File: src/rtl/core/positional_list_engine_assert.svh
// assertion macros used by the back part of the list engine rtl
`ifndef POSITIONAL_LIST_ENGINE_ASSERT_SVH
`define POSITIONAL_LIST_ENGINE_ASSERT_SVH

// same-cycle implication, checked out of reset
`define PLE_ASSERT_IMP(lbl, ante, cons, msg) \
  lbl: assert property (@(posedge clk) disable iff (!rst_n) (ante) |-> (cons)) \
    else $error(msg);

// next-cycle implication, checked out of reset
`define PLE_ASSERT_NXT(lbl, ante, cons, msg) \
  lbl: assert property (@(posedge clk) disable iff (!rst_n) (ante) |=> (cons)) \
    else $error(msg);

`endif

File: src/rtl/core/plst_pkg.sv
// shared types, codes and constants of the list engine
package plst_pkg;

  localparam int MAX_ENTRIES_DEF = 32;
  localparam int DATA_W          = 32;
  localparam int POS_W           = 6;
  localparam int ACT_W           = 3;
  localparam int STAT_W          = 3;
  localparam int QUEUE_DEPTH     = 2;

  localparam logic [ACT_W-1:0] ACT_INSERT = 3'd0;
  localparam logic [ACT_W-1:0] ACT_DELETE = 3'd1;
  localparam logic [ACT_W-1:0] ACT_SEARCH = 3'd2;
  localparam logic [ACT_W-1:0] ACT_COUNT  = 3'd3;
  localparam logic [ACT_W-1:0] ACT_FWD    = 3'd4;
  localparam logic [ACT_W-1:0] ACT_REV    = 3'd5;

  localparam logic [STAT_W-1:0] ST_OK       = 3'd0;
  localparam logic [STAT_W-1:0] ST_BADPOS   = 3'd1;
  localparam logic [STAT_W-1:0] ST_EMPTY    = 3'd2;
  localparam logic [STAT_W-1:0] ST_NOTFOUND = 3'd3;
  localparam logic [STAT_W-1:0] ST_FULL     = 3'd4;

  typedef enum logic [2:0] {
    OP_INSERT,
    OP_DELETE,
    OP_SEARCH,
    OP_COUNT,
    OP_FWD,
    OP_REV
  } op_t;

  typedef struct packed {
    logic [ACT_W-1:0]         action;
    logic signed [DATA_W-1:0] value;
    logic [POS_W-1:0]         position;
  } in_item_t;

  typedef struct packed {
    logic [STAT_W-1:0]        status;
    logic signed [DATA_W-1:0] value_res;
    logic [POS_W-1:0]         position_res;
    logic [POS_W-1:0]         count;
    logic                     last;
  } out_item_t;

  typedef struct packed {
    op_t                      op;
    logic signed [DATA_W-1:0] value;
    logic [POS_W-1:0]         position;
  } cmd_t;

endpackage

File: src/rtl/core/plst_ram.sv
// generic single-port-write ram with registered read
module plst_ram #(
  parameter int WIDTH = 32,
  parameter int DEPTH = 32,
  localparam int AW   = $clog2(DEPTH)
) (
  input  logic             clk,
  input  logic             we,
  input  logic [AW-1:0]    waddr,
  input  logic [WIDTH-1:0] wdata,
  input  logic             re,
  input  logic [AW-1:0]    raddr,
  output logic [WIDTH-1:0] rdata
);

  logic [WIDTH-1:0] mem_r [DEPTH];
  logic [WIDTH-1:0] rdata_r;

  always_ff @(posedge clk) begin
    if (we) begin
      mem_r[waddr] <= wdata;
    end
    if (re) begin
      rdata_r <= mem_r[raddr];
    end
  end

  assign rdata = rdata_r;

endmodule

File: src/rtl/core/plst_queue.sv
// short command queue between the front and back parts
module plst_queue
  import plst_pkg::*;
(
  input  logic clk,
  input  logic rst_n,
  input  logic push,
  input  cmd_t push_cmd,
  output logic full,
  input  logic pop,
  output logic avail,
  output cmd_t head
);

  localparam int QAW = $clog2(QUEUE_DEPTH);
  localparam int QCW = $clog2(QUEUE_DEPTH + 1);

  cmd_t           slot_r [QUEUE_DEPTH];
  logic [QAW-1:0] wr_ptr_r, wr_ptr_nxt;
  logic [QAW-1:0] rd_ptr_r, rd_ptr_nxt;
  logic [QCW-1:0] fill_r, fill_nxt;

  always_comb begin
    wr_ptr_nxt = wr_ptr_r;
    rd_ptr_nxt = rd_ptr_r;
    fill_nxt   = fill_r;
    if (push) begin
      wr_ptr_nxt = wr_ptr_r + QAW'(1);
    end
    if (pop) begin
      rd_ptr_nxt = rd_ptr_r + QAW'(1);
    end
    if (push && !pop) begin
      fill_nxt = fill_r + QCW'(1);
    end else if (pop && !push) begin
      fill_nxt = fill_r - QCW'(1);
    end
  end

  always_ff @(posedge clk) begin
    if (!rst_n) begin
      wr_ptr_r <= '0;
      rd_ptr_r <= '0;
      fill_r   <= '0;
    end else begin
      wr_ptr_r <= wr_ptr_nxt;
      rd_ptr_r <= rd_ptr_nxt;
      fill_r   <= fill_nxt;
    end
  end

  always_ff @(posedge clk) begin
    if (push) begin
      slot_r[wr_ptr_r] <= push_cmd;
    end
  end

  assign full  = (fill_r == QCW'(QUEUE_DEPTH));
  assign avail = (fill_r != '0);
  assign head  = slot_r[rd_ptr_r];

endmodule

File: src/rtl/core/plst_front.sv
// input side: takes transfers, decodes the action and queues commands
module plst_front
  import plst_pkg::*;
(
  input  logic     in_valid,
  output logic     in_stall,
  input  in_item_t in_data,
  input  logic     q_full,
  output logic     q_push,
  output cmd_t     q_cmd
);

  logic known;
  op_t  op;

  always_comb begin
    known = 1'b1;
    op    = OP_COUNT;
    unique case (in_data.action)
      ACT_INSERT: op = OP_INSERT;
      ACT_DELETE: op = OP_DELETE;
      ACT_SEARCH: op = OP_SEARCH;
      ACT_COUNT:  op = OP_COUNT;
      ACT_FWD:    op = OP_FWD;
      ACT_REV:    op = OP_REV;
      default:    known = 1'b0;
    endcase
  end

  // unused action codes are taken and dropped
  assign in_stall       = q_full;
  assign q_push         = in_valid && !q_full && known;
  assign q_cmd.op       = op;
  assign q_cmd.value    = in_data.value;
  assign q_cmd.position = in_data.position;

endmodule

File: src/rtl/core/plst_back.sv
// back part: list storage, shift, scan and stream sequencer, result register
`include "positional_list_engine_assert.svh"

module plst_back
  import plst_pkg::*;
#(
  parameter int MAX_ENTRIES = MAX_ENTRIES_DEF
) (
  input  logic      clk,
  input  logic      rst_n,
  input  logic      q_avail,
  input  cmd_t      q_head,
  output logic      q_pop,
  output logic      out_valid,
  input  logic      out_stall,
  output out_item_t out_data
);

  localparam int AW   = $clog2(MAX_ENTRIES);
  localparam int CW   = $clog2(MAX_ENTRIES + 1);
  localparam int CMPW = ((CW > POS_W) ? CW : POS_W) + 1;
  localparam int AW1  = AW + 1;

  typedef enum logic [4:0] {
    S_IDLE   = 5'b00001,
    S_SHIFT  = 5'b00010,
    S_SCAN   = 5'b00100,
    S_STREAM = 5'b01000,
    S_RESP   = 5'b10000
  } state_t;

  state_t                   state_r, state_nxt;
  logic [CW-1:0]            count_r, count_nxt;
  op_t                      op_r, op_nxt;
  logic signed [DATA_W-1:0] key_r, key_nxt;
  logic [POS_W-1:0]         pos_r, pos_nxt;
  logic [AW-1:0]            pidx_r, pidx_nxt;
  logic [AW-1:0]            addr_r, addr_nxt;
  logic [AW-1:0]            last_r, last_nxt;
  logic [AW-1:0]            ra_r, ra_nxt;
  logic                     up_r, up_nxt;
  logic                     rd_go_r, rd_go_nxt;
  logic                     rv_r, rv_nxt;
  logic signed [DATA_W-1:0] removed_r, removed_nxt;
  out_item_t                res_r, res_nxt;
  logic                     out_valid_r, out_valid_nxt;
  out_item_t                out_r, out_nxt;

  logic              re, we;
  logic [AW-1:0]     waddr;
  logic [DATA_W-1:0] wdata;
  logic [DATA_W-1:0] rdata;

  logic             out_free, consume, rd_state, at_last;
  logic [CMPW-1:0]  pos_c, cnt_c;
  logic [POS_W-1:0] cnt6, ra_pos;

  plst_ram #(
    .WIDTH (DATA_W),
    .DEPTH (MAX_ENTRIES)
  ) u_ram (
    .clk   (clk),
    .we    (we),
    .waddr (waddr),
    .wdata (wdata),
    .re    (re),
    .raddr (addr_r),
    .rdata (rdata)
  );

  assign out_free = !out_valid_r || !out_stall;
  assign pos_c    = CMPW'(q_head.position);
  assign cnt_c    = CMPW'(count_r);
  assign cnt6     = POS_W'(count_r);
  assign ra_pos   = POS_W'({1'b0, ra_r} + AW1'(1));
  assign at_last  = (ra_r == last_r);
  assign rd_state = (state_r == S_SHIFT) || (state_r == S_SCAN) || (state_r == S_STREAM);
  assign consume  = rv_r && ((state_r != S_STREAM) || out_free);

  always_comb begin
    state_nxt     = state_r;
    count_nxt     = count_r;
    op_nxt        = op_r;
    key_nxt       = key_r;
    pos_nxt       = pos_r;
    pidx_nxt      = pidx_r;
    addr_nxt      = addr_r;
    last_nxt      = last_r;
    ra_nxt        = ra_r;
    up_nxt        = up_r;
    rd_go_nxt     = rd_go_r;
    rv_nxt        = rv_r && !consume;
    removed_nxt   = removed_r;
    res_nxt       = res_r;
    out_valid_nxt = out_valid_r && out_stall;
    out_nxt       = out_r;
    q_pop         = 1'b0;
    re            = 1'b0;
    we            = 1'b0;
    waddr         = pidx_r;
    wdata         = key_r;

    // read issue, one entry a cycle while the read data slot drains
    if (rd_state && rd_go_r && (!rv_r || consume)) begin
      re     = 1'b1;
      rv_nxt = 1'b1;
      ra_nxt = addr_r;
      if (addr_r == last_r) begin
        rd_go_nxt = 1'b0;
      end else begin
        addr_nxt = up_r ? (addr_r + AW'(1)) : (addr_r - AW'(1));
      end
    end

    unique case (state_r)
      S_IDLE: begin
        if (q_avail) begin
          q_pop                = 1'b1;
          op_nxt               = q_head.op;
          key_nxt              = q_head.value;
          pos_nxt              = q_head.position;
          rv_nxt               = 1'b0;
          rd_go_nxt            = 1'b0;
          res_nxt.status       = ST_OK;
          res_nxt.value_res    = q_head.value;
          res_nxt.position_res = q_head.position;
          res_nxt.count        = cnt6;
          res_nxt.last         = 1'b1;
          state_nxt            = S_RESP;
          unique case (q_head.op) inside
            OP_INSERT: begin
              if ((pos_c == '0) || (pos_c > cnt_c + CMPW'(1))) begin
                res_nxt.status = ST_BADPOS;
              end else if (count_r == CW'(MAX_ENTRIES)) begin
                res_nxt.status = ST_FULL;
              end else begin
                state_nxt = S_SHIFT;
                pidx_nxt  = AW'(pos_c - CMPW'(1));
                last_nxt  = AW'(pos_c - CMPW'(1));
                addr_nxt  = AW'(cnt_c - CMPW'(1));
                up_nxt    = 1'b0;
                rd_go_nxt = (pos_c <= cnt_c);
              end
            end
            OP_DELETE: begin
              res_nxt.value_res = '0;
              if (count_r == '0) begin
                res_nxt.status = ST_EMPTY;
              end else if ((pos_c == '0) || (pos_c > cnt_c)) begin
                res_nxt.status = ST_BADPOS;
              end else begin
                state_nxt = S_SHIFT;
                pidx_nxt  = AW'(pos_c - CMPW'(1));
                addr_nxt  = AW'(pos_c - CMPW'(1));
                last_nxt  = AW'(cnt_c - CMPW'(1));
                up_nxt    = 1'b1;
                rd_go_nxt = 1'b1;
              end
            end
            OP_SEARCH: begin
              if (count_r == '0) begin
                res_nxt.status       = ST_EMPTY;
                res_nxt.value_res    = '0;
                res_nxt.position_res = '0;
              end else begin
                state_nxt = S_SCAN;
                addr_nxt  = '0;
                last_nxt  = AW'(cnt_c - CMPW'(1));
                up_nxt    = 1'b1;
                rd_go_nxt = 1'b1;
              end
            end
            OP_FWD, OP_REV: begin
              if (count_r == '0) begin
                res_nxt.status       = ST_EMPTY;
                res_nxt.value_res    = '0;
                res_nxt.position_res = '0;
              end else begin
                state_nxt = S_STREAM;
                up_nxt    = (q_head.op == OP_FWD);
                addr_nxt  = (q_head.op == OP_FWD) ? '0 : AW'(cnt_c - CMPW'(1));
                last_nxt  = (q_head.op == OP_FWD) ? AW'(cnt_c - CMPW'(1)) : '0;
                rd_go_nxt = 1'b1;
              end
            end
            default: begin
              res_nxt.value_res    = '0;
              res_nxt.position_res = '0;
            end
          endcase
        end
      end

      S_SHIFT: begin
        if (rv_r) begin
          if (op_r == OP_INSERT) begin
            we    = 1'b1;
            waddr = ra_r + AW'(1);
            wdata = rdata;
          end else if (ra_r == pidx_r) begin
            removed_nxt = rdata;
          end else begin
            we    = 1'b1;
            waddr = ra_r - AW'(1);
            wdata = rdata;
          end
        end
        if (!rd_go_r && !rv_r) begin
          res_nxt.status       = ST_OK;
          res_nxt.position_res = pos_r;
          res_nxt.last         = 1'b1;
          if (op_r == OP_INSERT) begin
            we                = 1'b1;
            waddr             = pidx_r;
            wdata             = key_r;
            count_nxt         = count_r + CW'(1);
            res_nxt.value_res = key_r;
          end else begin
            count_nxt         = count_r - CW'(1);
            res_nxt.value_res = removed_r;
          end
          res_nxt.count = POS_W'(count_nxt);
          state_nxt     = S_RESP;
        end
      end

      S_SCAN: begin
        if (rv_r) begin
          res_nxt.value_res = key_r;
          res_nxt.count     = cnt6;
          res_nxt.last      = 1'b1;
          if (rdata == key_r) begin
            res_nxt.status       = ST_OK;
            res_nxt.position_res = ra_pos;
            state_nxt            = S_RESP;
            rd_go_nxt            = 1'b0;
            rv_nxt               = 1'b0;
          end else if (at_last) begin
            res_nxt.status       = ST_NOTFOUND;
            res_nxt.position_res = '0;
            state_nxt            = S_RESP;
            rd_go_nxt            = 1'b0;
            rv_nxt               = 1'b0;
          end
        end
      end

      S_STREAM: begin
        if (rv_r && out_free) begin
          out_valid_nxt        = 1'b1;
          out_nxt.status       = ST_OK;
          out_nxt.value_res    = rdata;
          out_nxt.position_res = ra_pos;
          out_nxt.count        = cnt6;
          out_nxt.last         = at_last;
          if (at_last) begin
            state_nxt = S_IDLE;
          end
        end
      end

      S_RESP: begin
        if (out_free) begin
          out_valid_nxt = 1'b1;
          out_nxt       = res_r;
          state_nxt     = S_IDLE;
        end
      end

      default: begin
        state_nxt = S_IDLE;
      end
    endcase
  end

  always_ff @(posedge clk) begin
    if (!rst_n) begin
      state_r     <= S_IDLE;
      count_r     <= '0;
      rd_go_r     <= 1'b0;
      rv_r        <= 1'b0;
      out_valid_r <= 1'b0;
    end else begin
      state_r     <= state_nxt;
      count_r     <= count_nxt;
      rd_go_r     <= rd_go_nxt;
      rv_r        <= rv_nxt;
      out_valid_r <= out_valid_nxt;
    end
  end

  always_ff @(posedge clk) begin
    op_r      <= op_nxt;
    key_r     <= key_nxt;
    pos_r     <= pos_nxt;
    pidx_r    <= pidx_nxt;
    addr_r    <= addr_nxt;
    last_r    <= last_nxt;
    ra_r      <= ra_nxt;
    up_r      <= up_nxt;
    removed_r <= removed_nxt;
    res_r     <= res_nxt;
    out_r     <= out_nxt;
  end

  assign out_valid = out_valid_r;
  assign out_data  = out_r;

  `PLE_ASSERT_IMP(a_count_bound, 1'b1, count_r <= CW'(MAX_ENTRIES), "entry count above capacity")
  `PLE_ASSERT_IMP(a_count_change, count_r != $past(count_r), $past(state_r) == S_SHIFT, "count moved outside a shift")
  `PLE_ASSERT_IMP(a_read_state, rv_r, state_r == S_SHIFT || state_r == S_SCAN || state_r == S_STREAM, "read data pending outside a read phase")
  `PLE_ASSERT_NXT(a_resp_load, state_r == S_RESP && out_free, out_valid_r && state_r == S_IDLE, "response not loaded")

endmodule

File: src/rtl/core/positional_list_engine.sv
// insert/delete shift the entries from the position on by one place, an append insert shifts none
// search scans from the first entry, answering at the first match or after the last entry
// streams: one result a cycle while the output is not stalled, the last one flagged
// count and empty/error answers go straight to the response; one command at a time, the next
// starts once the last result is loaded; the list ram reads one entry and writes one per cycle
// reset clears the entry count and handshake state; stored entries are not cleared
module positional_list_engine
  import plst_pkg::*;
#(
  parameter int MAX_ENTRIES = MAX_ENTRIES_DEF
) (
  input  logic      clk,
  input  logic      rst_n,
  input  logic      in_valid,
  output logic      in_stall,
  input  in_item_t  in_data,
  output logic      out_valid,
  input  logic      out_stall,
  output out_item_t out_data
);

  logic q_full, q_push, q_pop, q_avail;
  cmd_t q_cmd, q_head;

  plst_front u_front (
    .in_valid (in_valid),
    .in_stall (in_stall),
    .in_data  (in_data),
    .q_full   (q_full),
    .q_push   (q_push),
    .q_cmd    (q_cmd)
  );

  plst_queue u_queue (
    .clk      (clk),
    .rst_n    (rst_n),
    .push     (q_push),
    .push_cmd (q_cmd),
    .full     (q_full),
    .pop      (q_pop),
    .avail    (q_avail),
    .head     (q_head)
  );

  plst_back #(
    .MAX_ENTRIES (MAX_ENTRIES)
  ) u_back (
    .clk       (clk),
    .rst_n     (rst_n),
    .q_avail   (q_avail),
    .q_head    (q_head),
    .q_pop     (q_pop),
    .out_valid (out_valid),
    .out_stall (out_stall),
    .out_data  (out_data)
  );

endmodule

File: config.mk
export PLATFORM = sky130hd
export DESIGN_NAME = positional_list_engine
export DESIGN_NICKNAME = d
export VERILOG_FILES = /design/src/rtl/core/plst_pkg.sv /design/src/rtl/core/plst_ram.sv /design/src/rtl/core/plst_queue.sv /design/src/rtl/core/plst_front.sv /design/src/rtl/core/plst_back.sv /design/src/rtl/core/positional_list_engine.sv
export VERILOG_INCLUDE_DIRS = /design/src /design/src/rtl/core
export SDC_FILE = /design/constraint.sdc
export NUM_CORES = 1
export LEC_CHECK = 0
export ABC_CLOCK_PERIOD_IN_PS = 5850
export BUFFER_PORTS_ARGS = -buffer_cell sky130_fd_sc_hd__buf_4
export CORE_ASPECT_RATIO = 0.9
export CORE_MARGIN = 4
export CORE_UTILIZATION = 60
export CTS_CLUSTER_DIAMETER = 50
export DETAILED_ROUTE_END_ITERATION = 10
export PLACE_DENSITY = 0.77
export REMOVE_ABC_BUFFERS = 1
export SYNTH_ARGS = -nofsm -noshare
export SYNTH_HDL_FRONTEND = slang
export SYNTH_SLANG_ARGS = --single-unit
File: constraint.sdc
create_clock -name clk -period 5.85 [get_ports clk]
set_input_delay 1.17 -clock clk [delete_from_list [all_inputs] [get_ports clk]]
set_output_delay 1.17 -clock clk [all_outputs]
set_load 0.02 [all_outputs]
======== Word-level counts from Yosys, hierarchy flattened ========
Memories as Yosys holds them, arrays and structs flattened. A register that Yosys moved wholly into a read port is not among the register bits.
Cells that the tools add are included.
word-level totals
  memories ................................ 2
  bits in writable memories ............... 1106
  bits in registers ....................... 208
  logic and storage cells ................. 252
cells by class
  reduce and logical (&&, ||, !) cells .... 50
  equality and inequality tests ........... 34
  bitwise logic cells ..................... 1
  $add $sub $neg .......................... 14
  $lt $le $gt $ge ......................... 3
  multiplexer cells ....................... 121
memory list
  memory              depth  bits a word  rd ports  clocked after Yosys merged registers in  write ports  line              RTL
  u_back.u_ram.mem_r  32     32           1         1                                        1            plst_ram.sv:16    logic [WIDTH-1:0] mem_r [DEPTH];
  u_queue.slot_r      2      41           1         1                                        1            plst_queue.sv:18  cmd_t slot_r [QUEUE_DEPTH];
operators by type and width
  kind                                              count
  two-way mux 48 bit                                5
  two-way mux 32 bit                                7
  two-way mux 5 bit                                 41
  one-hot mux 48 bit (3 select lines)               1
  one-hot mux 48 bit (2 select lines)               1
  one-hot mux 32 bit (2 select lines)               1
  one-hot mux 5 bit (4 select lines)                3
  two-way mux 1 bit                                 41
  two-way mux 40 bit                                1
  == test 32 bit                                    1
  one-hot mux 5 bit (5 select lines)                1
  subtractor 5 x 1 -> 5 bit, second input constant  4
  two-way mux 6 bit                                 3
  != test 2 bit, second input constant              9
  == test 5 bit                                     3
  one-hot mux 3 bit (5 select lines)                1
  AND reduction 7 bit                               2
  == test 3 bit, second input constant              4
  two-way mux 3 bit                                 4
  one-hot mux 6 bit (2 select lines)                1
  logical AND 1 bit                                 11
  adder 5 x 1 -> 5 bit, second input constant       2
  one-hot mux 5 bit (2 select lines)                1
  == test 3 x 2 -> 1 bit, second input constant     3
  other kinds (43)                                  72

======== Longest topological paths before layout ========
Gate-level depths: netlist (run 1).
  word-level depth ........................ 12
  mapped depth ............................ 13
  depth with buffers taken out ............ 12

======== By module ========
Synthesis (run 1) repeated with hierarchy kept, for this count alone.
unflattened totals
  cell total of the unflattened synthesis .. 3420
  area total of the unflattened synthesis .. 54693.7 sq um
modules (own cells, without submodules)
  module      area an instance (sq um)  cells each  seq. area each (sq um)  times used
  plst_ram    40812.9                   2260        31710.4                 1
  plst_back   10372.4                   966         5905.7                  1
  plst_queue  3180.6                    150         2562.5                  1
  plst_front  327.8                     44          0.0                     1

======== Least setup slack after synthesis (run 1) ========
Ideal clock, no wire load.
  path kind ............................... register -> register
  start ................................... reg u_back.state_r[2]
  end ..................................... reg u_back.removed_r[0] (enable)
  period minus slack after synthesis ...... 4.749 ns
  cell stages (with the launch flop) ...... 6
  required time ........................... 5.348 ns
  data arrival time ....................... 4.247 ns
  buffers on the path ..................... 1
  setup slack ............................. 1.101 ns
  path through ............................ dfxtp_1 -> buf_4 -> nor3_4 -> and3b_1 -> nand2_1 -> nor4_1
between the ends
  word-level cells in the longest chain between the ends .. 2
RTL lines
  item                           line              RTL
  from (decl)                    plst_back.sv:32   state_t state_r, state_nxt;
  from (signal assigned)         plst_back.sv:284  state_r <= state_nxt;
  == test 5 x 2 -> 1 bit         plst_back.sv:115  unique case (state_r)
  AND reduction 4 bit (no line)  n/a
  to (signal assigned)           plst_back.sv:301  removed_r <= removed_nxt;
  to (decl)                      plst_back.sv:44   logic signed [DATA_W-1:0] removed_r, removed_nxt;
Every way passes these cells.
A chain may end at the register's enable or synchronous reset.

======== Final worst setup path (run 1) ========
  start ................................... reg u_back.ra_r[0]
  end ..................................... mem u_back.u_ram.mem_r[21][28] (enable)
between the ends
  word-level cells in the longest chain between the ends .. 9
RTL lines
  item                                                               line              RTL
  from (decl)                                                        plst_back.sv:40   logic [AW-1:0] ra_r, ra_nxt;
  from (signal assigned)                                             plst_back.sv:299  ra_r <= ra_nxt;
  branches (longest 9 deep; another with subtractor 5 x 1 -> 5 bit)  n/a
  to (decl)                                                          plst_ram.sv:16
Several ways; the timed one is not identified.

==> impl_metrics.json, run 1 <==
{
  "core-area_um2": 87900,
  "post-route-worst-setup-slack_ns": 1.49,
  "syn-mean-instance-area_um2": 20.5,
  "clkSinkCount": 1346,
  "hpwl_um": 82600,
  "holdPathEnd": "u_back.out_data[33]",
  "antenna_found_initial": 17,
  "arrival_ns": 4.68,
  "synth_seq_area_share": 0.753,
  "use_met2": 0.482,
  "ys_warn_count": 0,
  "startpoint_type": "flip-flop",
  "clock_skew_ns": 0.0229,
  "rsz0062_at_grt": "no",
  "cp_data_required_time_ns": 6.17,
  "clk_latency_ns": 0.73,
  "drt_iter0_drc": 3699,
  "vdd_ir_drop_max_mv": 0.323,
  "cts_buffer_depth": 3,
  "crit_path_end_kind": "flip-flop",
  "finalPower_mw": 27.5,
  "cp_slowest_cell": "nor2_4",
  "fp.dieW_um": 322,
  "power.leakage_nw": 18.9,
  "placed_area_um2": 55700,
  "synth_cells": 2603,
  "cpLargestDelayFamily": "simple AND/OR/NAND/NOR gates",
  "io_buffers": 94,
  "grt_use_total": 0.300,
  "hold_ws_ns": 0.515,
  "cts.repair.resized": 0,
  "r2r-end": "u_back.u_ram.mem_r[21][28]",
  "die-area_um2": 93700,
  "ios": 95,
  "hp-start": "u_back.res_r[33]",
  "ys_async_sr_fraction": 0,
  "grt_pass1_wl_um": 199000,
  "first_pass_iters": 5,
  "worstPathCellList": "xnor2_1, nand4_1, o311ai_4, nand3_1, o31ai_1, nand2_1, nor2_4",
  "cts_setup_buffers": 0,
  "grt_overflow": 0,
  "dpl_worst_slack_ns": 1.68,
  "worstRegToRegCells": 7,
  "reg2reg_from": "u_back.ra_r[0]",
  "min_path_type": "reg2reg",
  "fin_area_um2": 59900,
  "place_congestion": 0.931,
  "grt-busiest-layer": "met2",
  "cts.htree.levels": 4,
  "ys_ff_latch": 1346,
  "max_cap_viol_count": 0,
  "grt_util_met3": 0.0708,
  "grt_pass1_vias": 27500,
  "p_per_area_nw_per_um2": 460,
  "fin_crit_sh": 0.745,
  "use_met1": 0.413,
  "nets": 2829,
  "synth_area_um2": 53300,
  "finalSetupViolCount": 0,
  "via_count": 27400,
  "cts-root-buf": "clkbuf_16",
  "start_util": 0.607,
  "area_growth_pct": 12.2,
  "rrSetupSlack_ns": 1.49,
  "final_layout_size_suffix_gt1_frac": 0.282,
  "via_per_inst": 6.82,
  "tightest_slew_ns": 1.31,
  "antenna_left": 0,
  "cts-buffers-inserted": 132,
  "yosys.cell_types.count": 74,
  "slew_headroom": 0.125,
  "final.min_clock_period_ns": 4.36,
  "cts_tree": "yes",
  "grt_start_max_net_pins": 82,
  "drc": 0,
  "rows": 103,
  "criticalPathCategory": "reg2reg",
  "die-height_um": 291,
  "hold_viol_final": 0,
  "status": "finished, final reports clean",
  "finalWirelength_um": 138000,
  "critical-path-max-stage-delay_ns": 1.06,
  "min_path_cells": 2,
  "synthFlopType": "edfxtp_1",
  "routedWlPerCell_um": 34.4,
  "cts.clk_slew.worst_paths_ns": 0.06,
  "timing.fmax_ghz": 0.229,
  "synth-edff-count": 1322,
  "hold_buffers": 0,
  "cp_num_buf_inv": 0,
  "finalMaxSlewViolations": 0,
  "worstPathMaxFanout": 32
}
-- through the flow --
step / TNS, ns / utilization / instances
2_1_floorplan: -246.07 / - / 2476
5_1_grt: 0 / 0.681 / 4015
6_report: 0 / 0.681 / 4018
3_5_place_dp: 0 / 0.634 / 3778
4_1_cts: 0 / 0.681 / 4015
3_3_place_gp: 0 / 0.634 / 3778
-- layout make-up --
type | instances | area (µm²)
fillers | 5319 | 28000
clock buffers | 169 | 3610
clock inverters | 68 | 562
flip-flops and latches | 1346 | 40200
multi-input cells | 1092 | 12700
inverters | 38 | 143
repair buffers | 147 | 1190
diodes | 3 | 7.51
well taps | 1155 | 1450
-- how the worst max path moves through the flow --
stage / from / to / slack (ns) / depth (start not counted)
2_1_floorplan: u_back.addr_r[0] / u_back.addr_r[4] / -6.55 / 9
3_3_place_gp: u_back.ra_r[0] / u_back.u_ram.mem_r[29][19] / 1.68 / 7
6_report: u_back.ra_r[0] / u_back.u_ram.mem_r[21][28] / 1.49 / 7
5_1_grt: u_back.state_r[2] / u_back.u_ram.mem_r[3][18] / 1.32 / 7
3_5_place_dp: u_back.ra_r[0] / u_back.u_ram.mem_r[31][19] / 1.68 / 7
4_1_cts: u_back.ra_r[0] / u_back.u_ram.mem_r[21][9] / 1.58 / 7
-- registers in the layout, indices dropped and copies added, names as in the netlist, 2 cells and up, named ones only --
name / count
u_back.removed_r: 32
u_back.out_data: 48
u_back.last_r: 5
u_back.addr_r: 5
u_queue.slot_r: 82
u_back.res_r: 47
u_back.cnt6: 6
u_back.pidx_r: 5
u_back.key_r: 32
u_back.u_ram.mem_r: 1024
u_queue.fill_r: 2
u_back.u_ram.rdata: 32
u_back.op_r: 3
u_back.pos_r: 6
u_back.ra_r: 5
u_back.state_r: 5
-- cells in the final DEF (no fill, tap or decap), types with 12 or more instances in the layout --
cell	count
clkinv_2	22
nor2_4	35
a21oi_1	16
clkbuf_16	139
clkbuf_1	28
dfxtp_1	18
nor3_1	17
mux4_2	320
nand3_1	54
nor2_1	34
o21ai_0	35
xor2_1	48
buf_4	140
ha_1	25
nor4_1	12
xnor2_1	30
o22ai_1	13
inv_1	35
nand2_1	181
mux2_2	98
a22oi_1	34
edfxtp_1	1322
clkinv_1	31
-- layer usage --
layer	wire, µm	share of wire
met4	4940	0.036
met5	78	0.00056
met3	14400	0.10
met2	68300	0.49
met1	50600	0.37
-- worst min-delay path: cells and delay by family, from the launching register on --
kind | cells | cell delay [ns]
DFF | 1 | 0.32
and+or+nand+nor | 2 | 0.09
-- Yosys cell counts, types with 4 or more instances --
cell / instances / area (µm²)
a21boi_0: 7 / 52.6
a21o_1: 6 / 45.0
a21oi_1: 17 / 85.1
a22o_1: 4 / 35.0
a22oi_1: 34 / 255
a31oi_1: 4 / 25.0
and2_1: 8 / 50.1
and3_1: 5 / 31.3
buf_1: 11 / 41.3
buf_2: 25 / 125
buf_4: 24 / 180
clkbuf_1: 64 / 240
dfxtp_1: 24 / 480
edfxtp_1: 1322 / 39700
ha_1: 25 / 313
inv_1: 37 / 139
mux2_2: 98 / 1100
mux2i_1: 9 / 90.1
mux4_2: 320 / 7210
nand2_1: 181 / 679
nand2b_1: 8 / 50.1
nand3_1: 55 / 275
nand4_1: 9 / 56.3
nor2_1: 69 / 259
nor2b_1: 5 / 31.3
nor3_1: 17 / 85.1
nor4_1: 13 / 81.3
o211ai_1: 5 / 37.5
o21a_1: 6 / 45.0
o21ai_0: 35 / 175
o221ai_1: 5 / 43.8
o22ai_1: 13 / 81.3
xnor2_1: 30 / 263
xor2_1: 48 / 420
-- cells by family after synthesis --
family,Yosys count,share of synthesized area
multiplexers,427,0.157
AO/OA/AOI/OAI,166,0.0217
buffers and inverters,165,0.0143
XOR/XNOR,78,0.0128
flip-flops,1346,0.753
adder cells (fa/ha/maj),27,0.00661
AND/OR/NAND/NOR,394,0.0339
-- power by group --
part / internal [mW] / switching, mW / total (mW)
Sequential: 12.3 / 0.490 / 12.8
Combinational: 2.42 / 4.10 / 6.53
Clock: 4.68 / 3.56 / 8.24
Total: 19.4 / 8.15 / 27.5
(Power assumes the default switching activity.)
==> inputs of run 2 (changes only) <==
ABC_CLOCK_PERIOD_IN_PS = 3600   (was 5850)
CORE_UTILIZATION = 56   (was 60)
PLACE_DENSITY = 0.75   (was 0.77)
clock period = 3.6 ns   (was 5.85 ns; I/O delays follow)
==> run 2 against run 1 <==
Against the previous run: combinational power is 70% higher; global-route usage decreased by 1.6 points; critical path type unchanged; largest power group unchanged; critical path depth up 1; count of clock-buffer cells in the layout increased by 7; critical endpoint is now u_back.u_ram.mem_r[30][0]; worst hold slack got worse by 0.36 ns; fmax is 28% higher; sequential power grew 61%; power is 65% higher; clock skew increased by 0.030 ns; final cell count grew 4.4%; non-clock buffer count is 78 higher.
==> impl_metrics.json, run 2 (synthesized netlist as in run 1, its figures left out) <==
{
  "status": "finished, final reports clean",
  "cts_setup_buffers": 0,
  "p_sw_mw": 13.6,
  "cts.repair.resized": 0,
  "fp.dieW_um": 333,
  "clk_latency_ns": 0.75,
  "final_common_cell": "edfxtp_1",
  "grt_pass1_vias": 28000,
  "crit_path_start": "u_back.ra_r[1]",
  "tightest_slew_ns": 1.04,
  "grt_start_max_net_pins": 86,
  "power_switching_share": 0.298,
  "cts_buffer_depth": 3,
  "io_buffers": 94,
  "routedWlPerCell_um": 33.6,
  "die-height_um": 301,
  "startpoint_type": "flip-flop",
  "antenna_found_initial": 13,
  "drt_iter0_drc": 4774,
  "top_register": "u_back.u_ram.mem_r",
  "rows": 107,
  "cts.clk_slew.worst_paths_ns": 0.06,
  "cts-root-buf": "clkbuf_16",
  "core-area_um2": 94500,
  "arrival_ns": 3.81,
  "area_growth_pct": 14.5,
  "grt_overflow": 0,
  "power.leakage_nw": 19.4,
  "timing.fmax_ghz": 0.294,
  "hp-start": "in_data[16]",
  "cp_data_required_time_ns": 4.01,
  "slew_headroom": 0.304,
  "clock_skew_ns": 0.0533,
  "criticalPathCategory": "reg2reg",
  "post-route-worst-setup-slack_ns": 0.197,
  "combPwrFrac": 0.244,
  "clkSinkCount": 1346,
  "p_per_area_nw_per_um2": 743,
  "grt_pass1_wl_um": 204000,
  "pwr-share-clk": 0.302,
  "cts.htree.levels": 4,
  "die-area_um2": 100000,
  "start_util": 0.564,
  "placed_area_um2": 56800,
  "grt_use_total": 0.285,
  "fin_area_um2": 61100,
  "hpwl_um": 87300,
  "hold_buffers": 0,
  "cts-buffers-inserted": 136,
  "ios": 95,
  "seqPwrFrac": 0.454,
  "finalWirelength_um": 141000,
  "max_cap_viol_count": 0,
  "final_layout_size_suffix_gt1_frac": 0.304,
  "via_count": 27900,
  "crit_path_end_kind": "flip-flop",
  "vdd_ir_drop_max_mv": 0.515,
  "reg2reg_from": "u_back.ra_r[1]",
  "worstPathMaxFanout": 21,
  "finalSetupViolCount": 0,
  "first_pass_iters": 6,
  "largest_register_ffs": 1024,
  "final.min_clock_period_ns": 3.40,
  "dpl_worst_slack_ns": 0.154,
  "nets": 2911,
  "min_path_type": "in2reg",
  "finalMaxSlewViolations": 0,
  "via_per_inst": 6.65,
  "final_cell_mix": "1322 x edfxtp_1, 320 x mux4_2, 188 x buf_4, 181 x nand2_1, 140 x clkbuf_16",
  "intPower_mw": 31.9,
  "cts_tree": "yes",
  "place_congestion": 0.890,
  "fin_crit_sh": 0.945,
  "antenna_left": 0,
  "rsz0062_at_grt": "no",
  "hold_viol_final": 0,
  "drc": 0
}
==> run 2: cell count changes in the layout (fill, tap and decap cells not counted), sizes merged <==
cell / change
buf: +78
clkinv: -19
clkinvlp: +8
clkbuf: +7
inv: +7
diode: -2
==> run 2: area by class of cell <==
cell class / count / area [µm²]
antenna: 1 / 2.50
tap: 1253 / 1570
inverter: 38 / 143
timing repair buffer: 225 / 2150
clock buffer: 176 / 3660
multi-input combinational: 1092 / 12700
sequential: 1346 / 40200
fill: 6030 / 33400
clock inverter: 64 / 651
==> run 2: per-stage QoR <==
stage / total power [mW] / util / setup TNS [ns] / std cells / hold WS (ns)
2_1_floorplan: 26.8 / - / -1301.62 / 2476 / 0.473
3_3_place_gp: 31.4 / 0.601 / 0 / 3954 / 0.493
3_5_place_dp: 31.7 / 0.601 / 0 / 3954 / 0.502
4_1_cts: 45.4 / 0.646 / 0 / 4194 / 0.108
5_1_grt: 46.8 / 0.646 / 0 / 4194 / 0.123
6_report: 45.4 / 0.646 / 0 / 4195 / 0.152
==> run 2: final timing paths <==
kind / endpoint / slack, ns / cells past startpoint
max: u_back.u_ram.mem_r[30][0] / 0.20 / 8
min: u_queue.slot_r[0][16] / 0.15 / 1
max reg2reg: u_back.u_ram.mem_r[30][0] / 0.20 / 8
min reg2reg: u_back.out_data[46] / 0.50 / 1
==> run 2: critical path: stages (launching register included) <==
cell and delay, ns:
edfxtp_1 0.55, xnor2_1 0.24, nand4_1 0.33, nor2_1 0.31, o21ai_0 0.16, a211o_1 0.42
or2_2 0.51, nor2_4 0.18, buf_4 0.34
==> run 2: layer usage <==
metal | up-vias | global-route usage | share of wire
met5 | - | 0 | 0.00024
met4 | 6 | 0.0753 | 0.024
met3 | 243 | 0.0801 | 0.13
met2 | 2078 | 0.428 | 0.46
met1 | 14400 | 0.420 | 0.38
li1 | 11100 | - | -
==> run 2: power by group through the flow <==
stage          Clock [mW]  Combinational [mW]  Sequential, mW
2_1_floorplan           0                5.64            21.2
3_3_place_gp            0                10.5            20.9
3_5_place_dp            0                10.8            20.9
4_1_cts              13.9                10.9            20.6
5_1_grt              14.6                11.6            20.7
6_report             13.7                11.1            20.6
